### src/rtl/semi_lagrangian_advection_assert.svh
// ---------------------------------------------------------------------------
// semi_lagrangian_advection_assert
// assertion macros shared by the advection rtl
// ---------------------------------------------------------------------------
`ifndef SEMI_LAGRANGIAN_ADVECTION_ASSERT_SVH
`define SEMI_LAGRANGIAN_ADVECTION_ASSERT_SVH

// implication checked every clock outside reset
`define SLA_ASSERT_IMP(label, ante, cons) \
  label: assert property (@(posedge clk) disable iff (rst) (ante) |-> (cons)) \
    else $error("assertion failed");

// next-cycle implication checked outside reset
`define SLA_ASSERT_NXT(label, ante, cons) \
  label: assert property (@(posedge clk) disable iff (rst) (ante) |=> (cons)) \
    else $error("assertion failed");

`endif

### src/rtl/sla_pkg.sv
// ---------------------------------------------------------------------------
// sla_pkg
// shared types and constants of the advection block
// ---------------------------------------------------------------------------
package sla_pkg;

  localparam logic OP_LOAD    = 1'b0;
  localparam logic OP_COMPUTE = 1'b1;

  localparam logic [15:0] STEP_SCALE_RESET = 16'd1638;

  typedef struct packed {
    logic               opcode;
    logic [6:0]         col;
    logic [6:0]         row;
    logic signed [15:0] cell_value;
    logic signed [15:0] vel_x;
    logic signed [15:0] vel_y;
    logic               occupied;
  } in_item_t;

  typedef struct packed {
    logic [6:0]         out_col;
    logic [6:0]         out_row;
    logic signed [15:0] advected_value;
  } out_item_t;

  // traced job handed from front to back
  typedef struct packed {
    logic [6:0] col;
    logic [6:0] row;
    logic       occupied;
    logic [6:0] i0;
    logic [6:0] j0;
    logic [7:0] s1;
    logic [7:0] t1;
  } job_t;

endpackage

### src/rtl/sla_queue.sv
// ---------------------------------------------------------------------------
// sla_queue
// short fifo between the trace front and the interpolation back
// ---------------------------------------------------------------------------
module sla_queue #(
  parameter int DEPTH = 4
) (
  input  logic          clk,
  input  logic          rst,
  input  logic          push,
  input  sla_pkg::job_t push_job,
  input  logic          pop,
  output logic          not_empty,
  output sla_pkg::job_t head
);
  localparam int AW = $clog2(DEPTH);
  sla_pkg::job_t slots [DEPTH];
  logic [AW-1:0] wr_ptr, rd_ptr;
  logic [AW:0]   count;

  always_ff @(posedge clk) begin
    if (rst) begin
      wr_ptr <= '0;
      rd_ptr <= '0;
      count  <= '0;
    end else begin
      if (push) wr_ptr <= wr_ptr + 1'b1;
      if (pop)  rd_ptr <= rd_ptr + 1'b1;
      count <= count + (AW+1)'(push) - (AW+1)'(pop);
    end
    if (push) slots[wr_ptr] <= push_job;
  end

  assign not_empty = (count != '0);
  assign head      = slots[rd_ptr];
endmodule

### config.mk
export PLATFORM = sky130hd
export DESIGN_NAME = sla_queue
export DESIGN_NICKNAME = d
export VERILOG_FILES = /design/src/rtl/semi_lagrangian_advection_assert.svh /design/src/rtl/sla_pkg.sv /design/src/rtl/sla_queue.sv
export SDC_FILE = /design/constraint.sdc
export NUM_CORES = 1
export LEC_CHECK = 0
export BUFFER_PORTS_ARGS = -buffer_cell sky130_fd_sc_hd__buf_2
export CAP_MARGIN = 0
export CORE_MARGIN = 5
export CORE_UTILIZATION = 40
export CTS_CLUSTER_DIAMETER = 120
export DETAILED_ROUTE_END_ITERATION = 6
export PLACE_DENSITY_LB_ADDON = 0.12
export SETUP_SLACK_MARGIN = 0.3
export SLEW_MARGIN = 0
export SYNTH_ARGS = -nofsm -noshare
export SYNTH_HDL_FRONTEND = slang
export SYNTH_SLANG_ARGS = --single-unit
### constraint.sdc
create_clock -name clk -period 3.8 [get_ports clk]
set_clock_uncertainty 0.05 [all_clocks]
set_input_delay 0.19 -clock clk [delete_from_list [all_inputs] [get_ports clk]]
set_output_delay 0.19 -clock clk [all_outputs]
set_load 0.01 [all_outputs]
==> summary.md, run 1 <==
| Metric | Value |
|---|---|
| Reg power frac | `0.553` |
| Worst path required time | `3560 ps` |
| Post-synth top area cell | `edfxtp_1` |
| Synthesized instance count | `276` |
| Synth unique cells | `21` |
| I/O Buffers | `94` |
| Final antenna-violating net count | `0` |
| Num rows | `48` |
| Slew @ Worst Pin | `1030 ps` |
| Root Buffer | `clkbuf_16` |
| Worst vdd ir | `0.323 mV` |
| Wire per inst | `19.1 um` |
| Vias in the first global route | `3,512` |
| Bufs and invs on worst path | `1` |
| Nets@finish | `489` |
| Core area | `0.0172 mm2` |
| Via count | `3,242` |
| GRT overflow | `0` |
| Gpl congestion | `0.663` |
| Final Setup Violations | `0` |
| Initial Utilization | `0.405` |
| Register bit count reported by yosys | `189` |
| Net Sw Frac | `0.221` |
| Area of the mapped netlist | `0.00699 mm2` |
| Fin. Hold Viols | `0` |
| Dpl hpwl | `7700 um` |
| Crit path time final | `2470 ps` |
| Max-slew violations | `0` |
| Status | `finished clean` |
| Top cell type's share of synthesized area | `0.774` |
| Worst hold path type | `input pin to flip-flop` |
| Clock group share of total power | `0.346` |
| CTS tree | `done` |
| Worst Setup Start Kind | `flip-flop` |
| Die area | `0.0202 mm2` |
| CP peak stage delay | `980 ps` |
| TritonCTS Buffers | `17` |
| Routed wire length | `12,800 um` |
| Power per cell area | `513 mW/mm2` |
| Critical path endpoint category | `output port` |
| Vias per cell | `4.83` |
| R2R cell count | `4` |
| Largest family of logic cells by synthesized area | `multiplexers` |
| CTS H-tree depth | `4` |
| Arrival @ worst endpoint | `2230 ps` |
| Post-CTS setup buffer count | `0` |
| Maximum buffer depth of the clock tree | `2` |
| RSZ-0062 raised after global routing | `false` |
| Total net switching power | `0.000982 W` |
| TNS Setup | `0 ps` |
| Cell family with most CP delay | `flip-flops` |
| Syn avg cell area | `25.3 um2` |
| Comb pwr share | `0.100` |
| First-pass GRT wire length | `20,000 um` |
| Initial drt markers | `172` |
| Stages on worst setup path | `2` |
| Achievable Freq | `404 MHz` |
| Ports | `95` |
| Worst R2R Setup Slack | `1850 ps` |
| Worst skew pair latency | `410 ps` |
| Synth Area in Compound Gates | `0.00215` |
| Die X | `142 um` |
| Setup CP Type | `flip-flop to output port` |
| XOR/XNOR Fraction of Synth Area | `0.00591` |
| Fin crit share | `0.651` |
| Layout cell share with drive strength beyond 1 | `0.392` |
| Reg clk slew, reported paths | `60 ps` |
| CP Cell Sequence | `mux4_1, buf_2` |
| Max_cap viols | `0` |
| Worst hold stages | `3` |
| CP Max Fanout | `45` |
| Clk sink count | `189` |
| Warnings from Yosys | `0` |
| Seq/Total Area, Yosys | `0.799` |
| Int Pwr | `0.00346 W` |
| # diodes | `0` |
| CTS resizes | `0` |
| Adder-Cell Fraction of Synth Area | `0.0136` |
| Max-slew headroom | `0.316` |
| Total chip power | `0.00444 W` |
| GR Util All Layers | `0.134` |
| Post-Synth Simple-Gate Area | `0.0100` |
| DIE HEIGHT | `142 um` |
| Critical-path top delay cell | `dfxtp_4` |
| Drt first pass iters | `4` |
| Layout overhead on the synthesized area | `24.0%` |
| Mux cell area share after synthesis | `0.149` |
| Largest net degree at the start of global routing | `46` |
| Lkg Pwr | `2.98 nW` |
| Syn Nets | `332` |
| Synth top area cells | `edfxtp_1 (77%), mux4_2 (13%), dfxtp_1 (2.6%)` |
| Layout filler cell count | `1,409` |
| Initial antenna violation count | `0` |
| DRC | `0` |
==> synthesized netlist by cell type (all sizes together) <==
cell type,number
edfxtp,180
mux2i,1
nor2,5
or3,1
inv,6
mux4,45
xor3,1
nor2b,2
a21bo,1
fa,1
ha,6
a21oi,1
dfxtp,9
clkbuf,1
buf,9
nand3b,1
xnor2,2
and2,4
==> final cells by class <==
cell class,count,area (um2),area share
Clock buffer,19,433,0.0500
Clock inverter,13,76.3,0.00881
Inverter,6,22.5,0.00260
Multi-Input combinational cell,71,1270,0.146
Sequential cell,189,5590,0.645
Tap cell,225,282,0.0325
Timing Repair Buffer,148,991,0.114
==> repair_timing <==
item | in CTS | in global routing
hold endpoints to repair | 189 | 0
endpoints found under the setup margin | 0 | 0
hold buffers | 46 | 0
==> stage by stage <==
step | hold WS (ps) | cells | util | setup WS (ps) | instance area (um2)
3_3_place_gp | 351 | 593 | 0.446 | 1660 | 7690
2_1_floorplan | 212 | 276 | - | 1720 | 6990
6_report | 74.6 | 671 | 0.503 | 1330 | 8660
3_5_place_dp | 360 | 593 | 0.446 | 1660 | 7690
4_1_cts | 54.4 | 671 | 0.503 | 1210 | 8660
5_1_grt | 88.0 | 671 | 0.503 | 1120 | 8660
==> cells in the final DEF (no fill, tap or decap) <==
| master | n |
|---|---|
| a21bo_2 | 1 |
| a21oi_1 | 1 |
| and2_2 | 4 |
| buf_2 | 94 |
| buf_4 | 8 |
| clkbuf_1 | 2 |
| clkbuf_16 | 17 |
| clkinv_1 | 4 |
| clkinv_2 | 4 |
| clkinv_4 | 2 |
| clkinvlp_4 | 2 |
| dfxtp_1 | 7 |
| dfxtp_2 | 1 |
| dfxtp_4 | 1 |
| dlygate4sd3_1 | 46 |
| edfxtp_1 | 180 |
| fa_1 | 1 |
| ha_1 | 6 |
| inv_1 | 6 |
| inv_6 | 1 |
| mux2i_1 | 1 |
| mux4_1 | 5 |
| mux4_2 | 40 |
| nand3b_1 | 1 |
| nor2_1 | 5 |
| nor2b_1 | 2 |
| or3_1 | 1 |
| xnor2_1 | 2 |
| xor3_1 | 1 |
==> sequential cells by signal (all words and copies together) (netlist names), named ones only <==
register,count
rd_ptr,2
slots,180
count,3
wr_ptr,2
==> logic make-up after synthesis <==
logic type | after synthesis
flip-flops | 189
multiplexers | 46
buffers and inverters | 16
AND/OR/NAND/NOR | 13
adder cells (fa/ha/maj) | 7
XOR/XNOR | 3
AO/OA/AOI/OAI | 2
==> layer usage <==
metal  vias to the layer above  share of wire  track usage
li1                       1482              -            -
met3                         9          0.040       0.0390
met1                      1692           0.44        0.176
met2                        59           0.51        0.218
met4                         0         0.0096       0.0394
met5                         -              0            0
==> worst register-to-register path, stage by stage, from the launching register on <==
cell and delay, ps:
dfxtp_1 350, inv_1 90, ha_1 130, and2_2 470
buf_4 500
==> power groups by stage <==
stage	registers (W)	logic (W)	clock network [W]
after floorplan	0.00246	0.000294	0
after detailed placement	0.00251	0.000419	0
after global routing	0.00247	0.000487	0.00166
after global placement	0.00250	0.000411	0
final	0.00246	0.000446	0.00154
after CTS	0.00246	0.000459	0.00158
==> path summary, 6_finish.rpt <==
kind              startpoint            to
setup / recovery   flip-flop      head[44]
hold / removal           pop     flip-flop
setup reg to reg   wr_ptr[0]  slots[2][16]
hold reg to reg    rd_ptr[0]     flip-flop
Power figures use the tool's default switching activity.
==> inputs of run 2 (changes only) <==
--- a/config.mk
+++ b/config.mk
@@ -5,6 +5,7 @@
 export SDC_FILE = /design/constraint.sdc
 export NUM_CORES = 1
 export LEC_CHECK = 0
+export ABC_AREA = 1
 export BUFFER_PORTS_ARGS = -buffer_cell sky130_fd_sc_hd__buf_2
 export CAP_MARGIN = 0
 export CORE_MARGIN = 5
==> constraint.sdc (replaced) <==
create_clock -name clk -period 2 [get_ports clk]
set_clock_uncertainty 0.05 [all_clocks]
set_input_delay 0.1 -clock clk [delete_from_list [all_inputs] [get_ports clk]]
set_output_delay 0.1 -clock clk [all_outputs]
set_load 0.01 [all_outputs]
==> summary.md, run 2 <==
| Metric | Value |
|---|---|
| Status | `finished clean` |
| Slew @ Worst Pin | `340 ps (-686 ps)` |
| Stages on worst setup path | `6 (+4)` |
| TritonCTS Buffers | `17 (unchanged)` |
| Syn avg cell area | `13.4 um2 (-47%)` |
| Maximum buffer depth of the clock tree | `2 (unchanged)` |
| Achievable Freq | `576 MHz` |
| Via count | `4,793 (+48%)` |
| Synth unique cells | `15 (-29%)` |
| Commonest cells in the netlist | `edfxtp_1 (180), inv_1 (106), nand2_1 (98), a21oi_1 (51), o21ai_0 (49)` |
| Worst hold path type | `input pin to flip-flop` |
| Biggest register | `slots` |
| Clk sink count | `189 (unchanged)` |
| Initial drt markers | `198 (+15%)` |
| Drt first pass iters | `4 (unchanged)` |
| Vias in the first global route | `4,800 (+37%)` |
| Fin crit share | `0.868` |
| Die X | `149 um (+5.0%)` |
| Placed Cells incl. Taps | `924 (+56%)` |
| Final antenna-violating net count | `0 (unchanged)` |
| Max_cap viols | `0 (unchanged)` |
| CP Max Fanout | `8 (-82%)` |
| Worst path required time | `1850 ps (-1710 ps)` |
| Setup WS post-layout | `265 ps (-1060 ps)` |
| Warnings from Yosys | `0 (unchanged)` |
| Cell family with most CP delay | `buffers and inverters` |
| Max reg flops | `180 (unchanged)` |
| Critical-path top delay cell | `dfxtp_4` |
| I/O Buffers | `94 (unchanged)` |
| Num rows | `51 (+6.3%)` |
| Gpl congestion | `0.690 (+4.0%)` |
| Ys async rst share | `0 (unchanged)` |
| Max-slew headroom | `0.773 (+0.457)` |
| Core area | `0.0193 mm2 (+12%)` |
| CP peak stage delay | `440 ps (-540 ps)` |
| Setup CP Type | `flip-flop to output port` |
| Initial antenna violation count | `0 (unchanged)` |
| Post-Route Utilization | `0.530 (+0.0271)` |
| Top-count cell post-synth | `edfxtp_1` |
| Reg clk slew, reported paths | `70 ps (about the same)` |
| Critical path endpoint category | `output port` |
| EDFF count, synth | `180 (unchanged)` |
| GR Util All Layers | `0.151 (+0.0176)` |
| Worst hold stages | `3 (unchanged)` |
| TNS Setup | `0 ps (unchanged)` |
| Lkg Pwr | `3.94 nW (+32%)` |
| DRC | `0 (unchanged)` |
| Top cell type's share of synthesized area | `0.697 (-0.0766)` |
| Max-slew violations | `0 (unchanged)` |
| Die area | `0.0223 mm2 (+10%)` |
| Register bit count reported by yosys | `189 (unchanged)` |
| Initial Utilization | `0.402 (-0.00294)` |
| First-pass GRT wire length | `25,900 um (+30%)` |
| Largest net degree at the start of global routing | `40 (-13%)` |
| CTS tree | `done` |
| Area of the mapped netlist | `0.00776 mm2 (+11%)` |
| Syn Nets | `636 (+92%)` |
| Power per cell area | `863 mW/mm2 (+68%)` |
| Nets@finish | `807 (+65%)` |
| Worst vdd ir | `0.628 mV (+94%)` |
| Total chip power | `0.00881 W (+98%)` |
| DIE HEIGHT | `149 um (+5.0%)` |
| Synthesized instance count | `580 (+110%)` |
| Post-route insts no fill | `1,027 (+53%)` |
| R2R cell count | `7 (+3)` |
| Commonest non-fill, non-tap cell in the layout | `edfxtp_1` |
| RSZ-0062 raised after global routing | `true` |
| Bufs and invs on worst path | `3 (+2)` |
| Ports | `95 (unchanged)` |
| Arrival @ worst endpoint | `1590 ps (-640 ps)` |
| Layout filler cell count | `1,680 (+19%)` |
| Primary FF master, synth | `edfxtp_1` |
| Crit path time final | `1740 ps` |
| Synth top area cells | `edfxtp_1 (70%), o211ai_2 (7.3%), inv_1 (5.1%)` |
| Worst Setup Start Kind | `flip-flop` |
| Layout cell share with drive strength beyond 1 | `0.336 (-0.0564)` |
| CP Cell Sequence | `buf_12, clkbuf_16, nand2_2, o211ai_2, nand2_1, buf_2` |
| Largest registers | `slots (180), count (3)` |
| Wire per inst | `17.0 um (-11%)` |
| Post-Place Worst Slack | `403 ps (-1260 ps)` |
| Final Setup Violations | `0 (unchanged)` |
| Root Buffer | `clkbuf_16` |
| GRT overflow | `0 (unchanged)` |
| Worst skew pair latency | `430 ps (+20 ps)` |
| # diodes | `0 (unchanged)` |
| Layout overhead on the synthesized area | `31.6%` |
| Fin. Hold Viols | `0 (unchanged)` |
| Seq/Total Area, Yosys | `0.720 (-0.0792)` |
| Post-synth top area cell | `edfxtp_1` |
| Vias per cell | `4.67 (-3.4%)` |
| CTS H-tree depth | `4 (unchanged)` |
| Routed wire length | `17,500 um (+36%)` |
| Most frequent cells in the layout | `edfxtp_1 (180), inv_1 (100), buf_2 (90)` |
| Dpl hpwl | `9260 um (+20%)` |
## run 2: worst paths after layout
kind,start,endpoint,slack (ps)
hold reg to reg,rd_ptr[1],flip-flop,400
setup reg to reg,count[0],count[2],380
hold / removal,push,wr_ptr[0],30
setup / recovery,flip-flop,head[16],260
## run 2: routing by layer
metal  global-route usage  vias to the layer above  wire length, um
li1                     -                     2359                -
met1                0.209                     2324             8280
met2                0.241                       99             8370
met3               0.0343                       11              658
met4               0.0453                        0              161
met5                    0                        -                0
## run 2: cell families (layout without fill, tap and decap cells)
family                     Yosys count  count (layout)  share of synthesized area
adders and majority gates            7               7                     0.0123
and+or+nand+nor                    103             103                     0.0502
DFF                                189             189                      0.720
AOI/OAI and AO/OA                  145             145                      0.137
buffers and inverters              136             318                     0.0803
## run 2: power by group
part | switching, W | internal, W
combinational | 0.000699 | 0.000551
clock | 0.00142 | 0.00157
sequential | 0.0000589 | 0.00452
total | 0.00217 | 0.00664
## run 2: worst reg2reg max path, delay by kind of cell, from the launching register on
kind	cells	cell delay, ps
AO/OA/AOI/OAI	1	150
AND/OR/NAND/NOR	1	70
adder cells (fa/ha/maj)	3	840
buffers and inverters	2	90
flip-flops	1	310
## run 2: cell type report
cell class / instances / area (um2) / area share
Inverter: 106 / 413 / 0.0404
Timing Repair Buffer: 182 / 1670 / 0.164
Tap cell: 265 / 332 / 0.0325
Sequential cell: 189 / 5600 / 0.548
Clock inverter: 11 / 71.3 / 0.00699
Multi-Input combinational cell: 255 / 1690 / 0.166
Clock buffer: 19 / 433 / 0.0424
## run 2: timing repair
| action | in CTS | in global routing |
|---|---|---|
| buffers inserted | 10 | 3 |
| gates resized for setup | 30 | 62 |
| pin swaps | 2 | 23 |
| setup endpoints to repair | 41 | 42 |
| hold buffers | 47 | 0 |
| endpoints found under the hold margin | 188 | 0 |
| cloned | 3 | 10 |
## run 2: through the flow
stage	hold slack [ps]	area [um2]
floorplan	121	7780
global placement	246	8590
detailed placement	253	8590
CTS	9.46	9790
global route	20.9	10200
finish	30.1	10200
